--- src/rtl/kerl_pkg.sv ---
// Shared types and constants of the keyed event rate limiter.
// Holds the walking token, the claim broadcast, the controller states and codes.
// No dependencies.
`default_nettype none

package kerl_pkg;

   localparam int SLOTS_DEFAULT = 8;
   localparam int CSR_ADDR_W    = 3;

   localparam logic [31:0] INTERVAL_RESET = 32'd3600000;

   localparam logic       REG_MIN_INTERVAL = 1'b0;

   localparam logic       KIND_CHECK = 1'b0;
   localparam logic       KIND_MARK  = 1'b1;

   localparam logic [1:0] STATUS_OK       = 2'd0;
   localparam logic [1:0] STATUS_ZERO_KEY = 2'd1;
   localparam logic [1:0] STATUS_FULL     = 2'd2;

   typedef enum logic [1:0] {
      S_IDLE,
      S_WALK,
      S_HOLD
   } kerl_state_type;

   typedef struct packed {
      logic        valid;
      logic        kind;
      logic        zero;
      logic [31:0] key;
      logic [31:0] now;
      logic        hit;
      logic        elig;
      logic        free_found;
   } kerl_token_type;

   typedef struct packed {
      logic        claim;
      logic [31:0] key;
      logic [31:0] now;
   } kerl_claim_type;

endpackage

`default_nettype wire

--- src/rtl/kerl_cell.sv ---
// One table entry of the rate limiter: valid mark, key and last queued time.
// Looks at the token passing by and hands it on, registered, in the next cycle. Uses kerl_pkg.
`default_nettype none

module kerl_cell
   import kerl_pkg::*;
(
   input  wire logic           clock,
   input  wire logic           reset,
   input  wire logic [31:0]    interval,
   input  wire kerl_token_type tok_in,
   output kerl_token_type      tok_out,
   input  wire kerl_claim_type claim
);

   logic           valid_ff, valid_in;
   logic [31:0]    key_ff, key_in;
   logic [31:0]    time_ff, time_in;
   logic           cand_ff, cand_in;
   kerl_token_type tok_ff, tok_in_next;
   logic           active;
   logic           hit_here;
   logic           free_here;
   logic [31:0]    age;

   assign active    = tok_in.valid && !tok_in.zero;
   assign hit_here  = active && valid_ff && (key_ff == tok_in.key) && !tok_in.hit;
   assign free_here = active && !valid_ff && !tok_in.free_found;
   assign age       = tok_in.now - time_ff;

   always_comb begin
      tok_in_next            = tok_in;
      tok_in_next.hit        = tok_in.hit | hit_here;
      tok_in_next.elig       = tok_in.elig |
                               (hit_here && (tok_in.kind == KIND_CHECK) && (age >= interval));
      tok_in_next.free_found = tok_in.free_found | free_here;
   end

   always_comb begin
      valid_in = valid_ff;
      key_in   = key_ff;
      time_in  = time_ff;
      cand_in  = cand_ff;
      if (tok_in.valid) begin
         cand_in = free_here;
      end
      if (hit_here && (tok_in.kind == KIND_MARK)) begin
         time_in = tok_in.now;
      end
      if (claim.claim && cand_ff) begin
         valid_in = 1'b1;
         key_in   = claim.key;
         time_in  = claim.now;
      end
   end

   always_ff @(posedge clock) begin
      if (reset) begin
         valid_ff <= 1'b0;
         cand_ff  <= 1'b0;
         tok_ff   <= '0;
      end else begin
         valid_ff <= valid_in;
         cand_ff  <= cand_in;
         tok_ff   <= tok_in_next;
      end
   end

   always_ff @(posedge clock) begin
      key_ff  <= key_in;
      time_ff <= time_in;
   end

   assign tok_out = tok_ff;

endmodule

`default_nettype wire

--- src/rtl/keyed_event_rate_limiter.sv ---
// Keyed event rate limiter: an accepted beat walks a row of SLOTS entry cells, one cell
// per cycle; its result is then loaded into the output register, or into a hold register
// while the output register holds a result not yet taken. The next beat is accepted once
// that result is in the output register, even while it waits to be taken, so only one
// beat is in flight at a time. A mark claims the lowest free entry when the walk ends.
// Uses kerl_pkg and kerl_cell.
`default_nettype none

module keyed_event_rate_limiter
   import kerl_pkg::*;
#(
   parameter int SLOTS = SLOTS_DEFAULT
) (
   input  wire logic                  clock,
   input  wire logic                  reset,
   input  wire logic                  req_valid,
   output logic                       req_ready,
   input  wire logic                  req_kind,
   input  wire logic [31:0]           req_signature,
   input  wire logic [31:0]           req_now_ms,
   output logic                       rsp_valid,
   input  wire logic                  rsp_ready,
   output logic                       rsp_eligible,
   output logic [1:0]                 rsp_status,
   input  wire logic                  psel,
   input  wire logic                  penable,
   input  wire logic                  pwrite,
   input  wire logic [CSR_ADDR_W-1:0] paddr,
   input  wire logic [31:0]           pwdata,
   output logic [31:0]                prdata,
   output logic                       pready
);

   kerl_state_type state_ff, state_in;
   logic [31:0]    interval_ff;
   kerl_token_type tok [SLOTS+1];
   kerl_claim_type claim;
   logic           accept;
   logic           can_load;
   logic           load_fresh, load_held, save_held;
   logic           res_elig;
   logic [1:0]     res_status;
   logic           held_elig_ff;
   logic [1:0]     held_status_ff;
   logic           rsp_valid_ff, rsp_valid_in;
   logic           rsp_elig_ff;
   logic [1:0]     rsp_status_ff;
   logic           reg_index;

   assign pready    = 1'b1;
   assign reg_index = paddr[2];
   assign prdata    = (reg_index == REG_MIN_INTERVAL) ? interval_ff : 32'd0;

   always_ff @(posedge clock) begin
      if (reset) begin
         interval_ff <= INTERVAL_RESET;
      end else if (psel && penable && pwrite && (reg_index == REG_MIN_INTERVAL)) begin
         interval_ff <= pwdata;
      end
   end

   assign accept = req_valid && req_ready;

   always_comb begin
      tok[0]            = '0;
      tok[0].valid      = accept;
      tok[0].kind       = req_kind;
      tok[0].zero       = (req_signature == 32'd0);
      tok[0].key        = req_signature;
      tok[0].now        = req_now_ms;
   end

   for (genvar i = 0; i < SLOTS; i++) begin : g_cell
      kerl_cell u_cell (
         .clock    (clock),
         .reset    (reset),
         .interval (interval_ff),
         .tok_in   (tok[i]),
         .tok_out  (tok[i+1]),
         .claim    (claim)
      );
   end

   always_comb begin
      res_elig   = 1'b0;
      res_status = STATUS_OK;
      if (tok[SLOTS].zero) begin
         res_status = STATUS_ZERO_KEY;
      end else if (tok[SLOTS].kind == KIND_CHECK) begin
         res_elig = tok[SLOTS].hit ? tok[SLOTS].elig : tok[SLOTS].free_found;
      end else if (!tok[SLOTS].hit && !tok[SLOTS].free_found) begin
         res_status = STATUS_FULL;
      end
   end

   assign can_load = !rsp_valid_ff || rsp_ready;

   always_comb begin
      state_in = state_ff;
      unique case (state_ff)
         S_IDLE: begin
            if (accept) state_in = S_WALK;
         end
         S_WALK: begin
            if (tok[SLOTS].valid) state_in = can_load ? S_IDLE : S_HOLD;
         end
         S_HOLD: begin
            if (can_load) state_in = S_IDLE;
         end
         default: state_in = S_IDLE;
      endcase
   end

   always_comb begin
      req_ready  = 1'b0;
      load_fresh = 1'b0;
      load_held  = 1'b0;
      save_held  = 1'b0;
      unique case (state_ff)
         S_IDLE: req_ready = !reset;
         S_WALK: begin
            load_fresh = tok[SLOTS].valid && can_load;
            save_held  = tok[SLOTS].valid && !can_load;
         end
         S_HOLD: load_held = can_load;
         default: req_ready = 1'b0;
      endcase
   end

   always_comb begin
      claim.claim = tok[SLOTS].valid && !tok[SLOTS].zero && (tok[SLOTS].kind == KIND_MARK) &&
                    !tok[SLOTS].hit && tok[SLOTS].free_found;
      claim.key   = tok[SLOTS].key;
      claim.now   = tok[SLOTS].now;
   end

   always_comb begin
      rsp_valid_in = rsp_valid_ff;
      if (load_fresh || load_held) begin
         rsp_valid_in = 1'b1;
      end else if (rsp_ready) begin
         rsp_valid_in = 1'b0;
      end
   end

   always_ff @(posedge clock) begin
      if (reset) begin
         state_ff     <= S_IDLE;
         rsp_valid_ff <= 1'b0;
      end else begin
         state_ff     <= state_in;
         rsp_valid_ff <= rsp_valid_in;
      end
   end

   always_ff @(posedge clock) begin
      if (save_held) begin
         held_elig_ff   <= res_elig;
         held_status_ff <= res_status;
      end
      if (load_fresh) begin
         rsp_elig_ff   <= res_elig;
         rsp_status_ff <= res_status;
      end else if (load_held) begin
         rsp_elig_ff   <= held_elig_ff;
         rsp_status_ff <= held_status_ff;
      end
   end

   assign rsp_valid    = rsp_valid_ff;
   assign rsp_eligible = rsp_elig_ff;
   assign rsp_status   = rsp_status_ff;

`ifndef SYNTHESIS
   a_accept_walks: assert property (@(posedge clock) disable iff (reset)
      accept |=> (state_ff == S_WALK))
      else $error("accepted beat did not start a walk");

   a_exit_in_walk: assert property (@(posedge clock) disable iff (reset)
      tok[SLOTS].valid |-> (state_ff == S_WALK))
      else $error("token left the cell row outside a walk");

   a_eligible_ok: assert property (@(posedge clock) disable iff (reset)
      (rsp_valid && rsp_eligible) |-> (rsp_status == STATUS_OK))
      else $error("eligible result with a non-ok status");

   a_claim_mark: assert property (@(posedge clock) disable iff (reset)
      claim.claim |-> (tok[SLOTS].kind == KIND_MARK) && load_fresh || claim.claim && save_held)
      else $error("entry claimed without a finishing mark");
`endif

endmodule

`default_nettype wire
--- config.mk ---
export PLATFORM = sky130hd
export DESIGN_NAME = keyed_event_rate_limiter
export DESIGN_NICKNAME = d
export VERILOG_FILES = /design/src/rtl/kerl_pkg.sv /design/src/rtl/kerl_cell.sv /design/src/rtl/keyed_event_rate_limiter.sv
export SDC_FILE = /design/constraint.sdc
export NUM_CORES = 2
export LEC_CHECK = 0
export BUFFER_PORTS_ARGS = -buffer_cell sky130_fd_sc_hd__buf_4
export CAP_MARGIN = 20
export CORE_UTILIZATION = 35
export CTS_BUF_LIST = sky130_fd_sc_hd__clkbuf_4
export CTS_CLUSTER_SIZE = 25
export DETAILED_ROUTE_END_ITERATION = 8
export SLEW_MARGIN = 20
export SYNTH_ARGS = -nofsm -noshare
export SYNTH_HDL_FRONTEND = slang
export SYNTH_SLANG_ARGS = --single-unit
--- constraint.sdc ---
create_clock -name clock -period 5.7 [get_ports clock]
set_input_delay 0.57 -clock clock [delete_from_list [all_inputs] [get_ports clock]]
set_output_delay 0.57 -clock clock [all_outputs]
set_load 0.05 [all_outputs]
==> impl_metrics.ini <==
[run_status]
status = finished, final reports clean

[die]
rows = 146
die_width_um = 403
fp.dieH_um = 403
die_area_um2 = 163000
design.portCount = 145
core_area_um2 = 159000
start_util = 0.354

[placed_design]
portBuffers = 141
dp_hpwl_um = 127000
place_ws_ns = 0.0967
dp_cells = 7338
gp_congestion = 0.913
dpl_cell_area_um2 = 60300

[yosys]
async_reset_ff_frac = 0
synth_ff_type = dfxtp_1
syn_nets = 5710
yosysWarnings = 0
seq_area_frac_synth = 0.493
syn-instance-count = 5091
synth_cell_type_count = 75
synthesis.area_um2 = 56300
synth_seq_cells = 1129
synth_edf_count = 518
postSynthAreaPerCell_um2 = 11.1

[sta]
finClkSkew_ns = 0.114
min_period_ns = 5.52
worst_slew_pin_slew_ns = 1.05
slew_violations = 0
period_share = 0.968
final_hold_viol_count = 0
setup_violations = 0
slew-limit-headroom = 0.297
fmax_mhz = 181
worst_slack_ns = 0.182

[cells_and_area]
stdcell_count = 8102
syn_to_final_growth_pct = 17.8
regArea_um2 = 27800
nets = 6317
stdcell_area_um2 = 66400
fin_util = 0.417
multi_input_area_um2 = 26900
n_fill_cell = 15313
drive_gt1_frac = 0.172

[power_and_ir_drop]
p_total_mw = 17.6
irDropWorstVdd_v = 0.000200
powerDensity_nw_per_um2 = 264
cellLeakagePower_nw = 27.6

[worst_setup_path]
cp.buffers_inverters = 1
critPathKind = register to register
endpoint_kind = register
critPathSlowestCell = a211o_4
r2r_end = g_cell[4].u_cell.tok_out[1]$_SDFF_PP0_
worstPathArrival_ns = 6.63
critPathLaunchType = register
cp_top_family = compound AO/OA/AOI/OAI gates
cp.required_ns = 6.81
reg2regPathDepth = 21
critical-path-max-stage-delay_ns = 0.41
crit_fanout = 4
startpoint = g_cell[4].u_cell.time_ff[1]$_DFFE_PP_
rrSetupSlack_ns = 0.18
reg2reg_from = g_cell[4].u_cell.time_ff[1]$_DFFE_PP_
worstPathCellList = inv_1, ha_1, nor2b_1, o31a_1, o311a_1, a31o_2, a221o_1, a211o_4, a2111oi_1, or3_1, xnor2_1, ha_1, a21o_1, a21o_1, a21oi_1, nand2_1, a2111oi_1, o21ai_0, a21oi_2, nor4_1, o21a_1

[global_routing]
grt_pass1_vias = 40544
grt_pass1_wl_um = 258000
antenna_found_initial = 16
gr-total-overflow = 0
track_usage = 0.213
grt_max_degree = 123

[clock_network]
numCtsBuffers = 319
cts_tree = done
clk_pin_slew_ns = 0.07
root_buffer = clkbuf_4
clock_sinks = 1129
insertion_delay_ns = 1.29
htreeDepth = 5
clk_path_buf_depth = 4

[hold_path]
hold_path.class = input pin to register
holdPathStages = 4
hold_path_end = interval_ff[21]$_SDFFE_PP1P_
hp-start = pwdata[21]

[detailed_routing]
drc = 0
drt-initial-drc-count = 2813
via_count = 40846
postRouteAntennaNets = 0
wire_per_inst_um = 21.6
first_pass_iters = 7
vias_per_cell = 5.04
routed_wl_um = 175000

[flow_run]
maxCapViolCount = 0
-- per-stage QoR --
stage               hold WS [ns]  setup TNS, ns
floorplan                  0.411              0
global placement           0.434              0
detailed placement         0.432              0
CTS                    0.0000911              0
global route              0.0591        -0.0258
finish                     0.133              0
-- cell usage in the layout, fill, tap and decap left out, types with 9 or more instances in the layout --
cell type	count
nor2b_1	586
buf_4	208
a31oi_1	19
xnor2_1	367
o21ai_1	24
inv_1	348
edfxtp_1	518
nand2_2	15
dfxtp_1	611
mux2_2	251
o21a_1	68
ha_1	504
a211oi_1	34
clkinv_1	58
a21oi_1	291
nand2_1	161
and3_1	12
o21bai_1	27
nand2b_1	52
xor2_1	117
nand3_1	58
and2_1	13
diode_2	11
nor4_1	38
a21o_1	182
o21ai_0	117
and4_1	13
clkbuf_4	501
a31o_2	9
dlygate4sd3_1	182
o211ai_1	33
nand4_1	102
nor3_1	45
a2111oi_0	10
nor2_1	207
-- timing repair --
item,4_1_cts,5_1_grt
endpoints found under the hold margin,192,0
hold buffers,182,0
resized for setup,1,18
buffers inserted,0,1
pin swaps,0,4
endpoints found under the setup margin,1,5
-- worst max-delay path by stage --
stage / to / slack (ns) / cells after the start
after floorplan: g_cell[4].u_cell.tok_out[1]$_SDFF_PP0_ / 1.10 / 21
after global placement: g_cell[2].u_cell.tok_out[1]$_SDFF_PP0_ / 0.14 / 22
after detailed placement: g_cell[2].u_cell.tok_out[1]$_SDFF_PP0_ / 0.1 / 22
after CTS: g_cell[4].u_cell.tok_out[1]$_SDFF_PP0_ / 0.07 / 25
after global routing: g_cell[4].u_cell.tok_out[1]$_SDFF_PP0_ / -0.02 / 21
final: g_cell[4].u_cell.tok_out[1]$_SDFF_PP0_ / 0.18 / 21
-- registers in the layout (all words and copies together), names as in the netlist --
signal                  cells
rsp_eligible                1
state_ff                    2
g_cell.u_cell.tok_out     560
g_cell.u_cell.time_ff     256
rsp_valid                   1
interval_ff                32
rsp_status                  2
g_cell.u_cell.key_ff      256
g_cell.u_cell.cand_ff       8
held_elig_ff                1
g_cell.u_cell.valid_ff      8
held_status_ff              2
-- metal layers --
| metal | part of all wire | track usage | vias up |
|---|---|---|---|
| met5 | 0.00062 | 0 | - |
| met4 | 0.027 | 0.0709 | 16 |
| met3 | 0.063 | 0.0419 | 307 |
| met2 | 0.46 | 0.344 | 1234 |
| met1 | 0.45 | 0.284 | 19841 |
| li1 | - | - | 19448 |
-- layout make-up --
type / count / area share
clock inverters: 67 / 0.00503
flip-flops and latches: 1129 / 0.419
inverters: 353 / 0.0200
repair buffers: 397 / 0.0532
diodes: 11 / 0.000415
clock buffers: 501 / 0.0567
multi-input cells: 3498 / 0.406
well taps: 2146 / 0.0405
-- worst min-delay path: cells and delay by family --
kind,cells,cell delay [ns]
AO/OA/AOI/OAI,1,0.07
buffers and inverters,2,0.63
AND/OR/NAND/NOR,1,0.04
-- power by group --
| group | leakage [nW] | switching [mW] | internal [mW] |
|---|---|---|---|
| sequential | 9.55 | 0.0776 | 8.49 |
| combinational | 15.6 | 0.768 | 0.611 |
| clock | 2.47 | 3.49 | 4.11 |
| total | 27.6 | 4.34 | 13.2 |
-- cells in the mapped netlist (5+ instances only) --
| cell type | instances | area share |
|---|---|---|
| a31oi_1 | 19 | 0.0021 |
| a2111o_1 | 5 | 0.0010 |
| inv_1 | 352 | 0.023 |
| o21a_1 | 68 | 0.0091 |
| o211ai_1 | 33 | 0.0044 |
| a211oi_1 | 36 | 0.0048 |
| nor3_1 | 45 | 0.0040 |
| o21bai_1 | 27 | 0.0036 |
| o2111ai_1 | 6 | 0.00093 |
| o21ai_0 | 120 | 0.011 |
| a211o_1 | 8 | 0.0012 |
| a2111oi_0 | 14 | 0.0022 |
| a22oi_1 | 5 | 0.00067 |
| ha_1 | 504 | 0.11 |
| xnor2_1 | 367 | 0.057 |
| edfxtp_1 | 518 | 0.28 |
| and4_1 | 13 | 0.0020 |
| dfxtp_1 | 611 | 0.22 |
| o21ai_1 | 21 | 0.0019 |
| nor4_1 | 38 | 0.0042 |
| a31o_2 | 8 | 0.0012 |
| and3_1 | 12 | 0.0013 |
| or3_1 | 8 | 0.00089 |
| nor2_1 | 207 | 0.014 |
| o31ai_1 | 6 | 0.00080 |
| and2_1 | 13 | 0.0014 |
| a21boi_0 | 6 | 0.00080 |
| mux2i_1 | 8 | 0.0014 |
| mux2_2 | 251 | 0.050 |
| clkbuf_1 | 100 | 0.0067 |
| xor2_1 | 117 | 0.018 |
| buf_1 | 8 | 0.00053 |
| nor2b_1 | 586 | 0.065 |
| a21oi_1 | 297 | 0.026 |
| nand2_1 | 176 | 0.012 |
| fa_1 | 8 | 0.0028 |
| nand4_1 | 102 | 0.011 |
| a21o_1 | 182 | 0.024 |
| nand3_1 | 58 | 0.0052 |
| nand2b_1 | 52 | 0.0058 |
| a221o_1 | 8 | 0.0014 |
-- logic make-up after synthesis --
logic type                 synth area share
DFF                                   0.493
adders and majority gates             0.115
AOI/OAI and AO/OA                     0.105
muxes                                0.0516
and+or+nand+nor                       0.130
buffers and inverters                0.0310
xor gates and xnor gates             0.0752
other                             0.0000666
(Power assumes the default switching activity.)
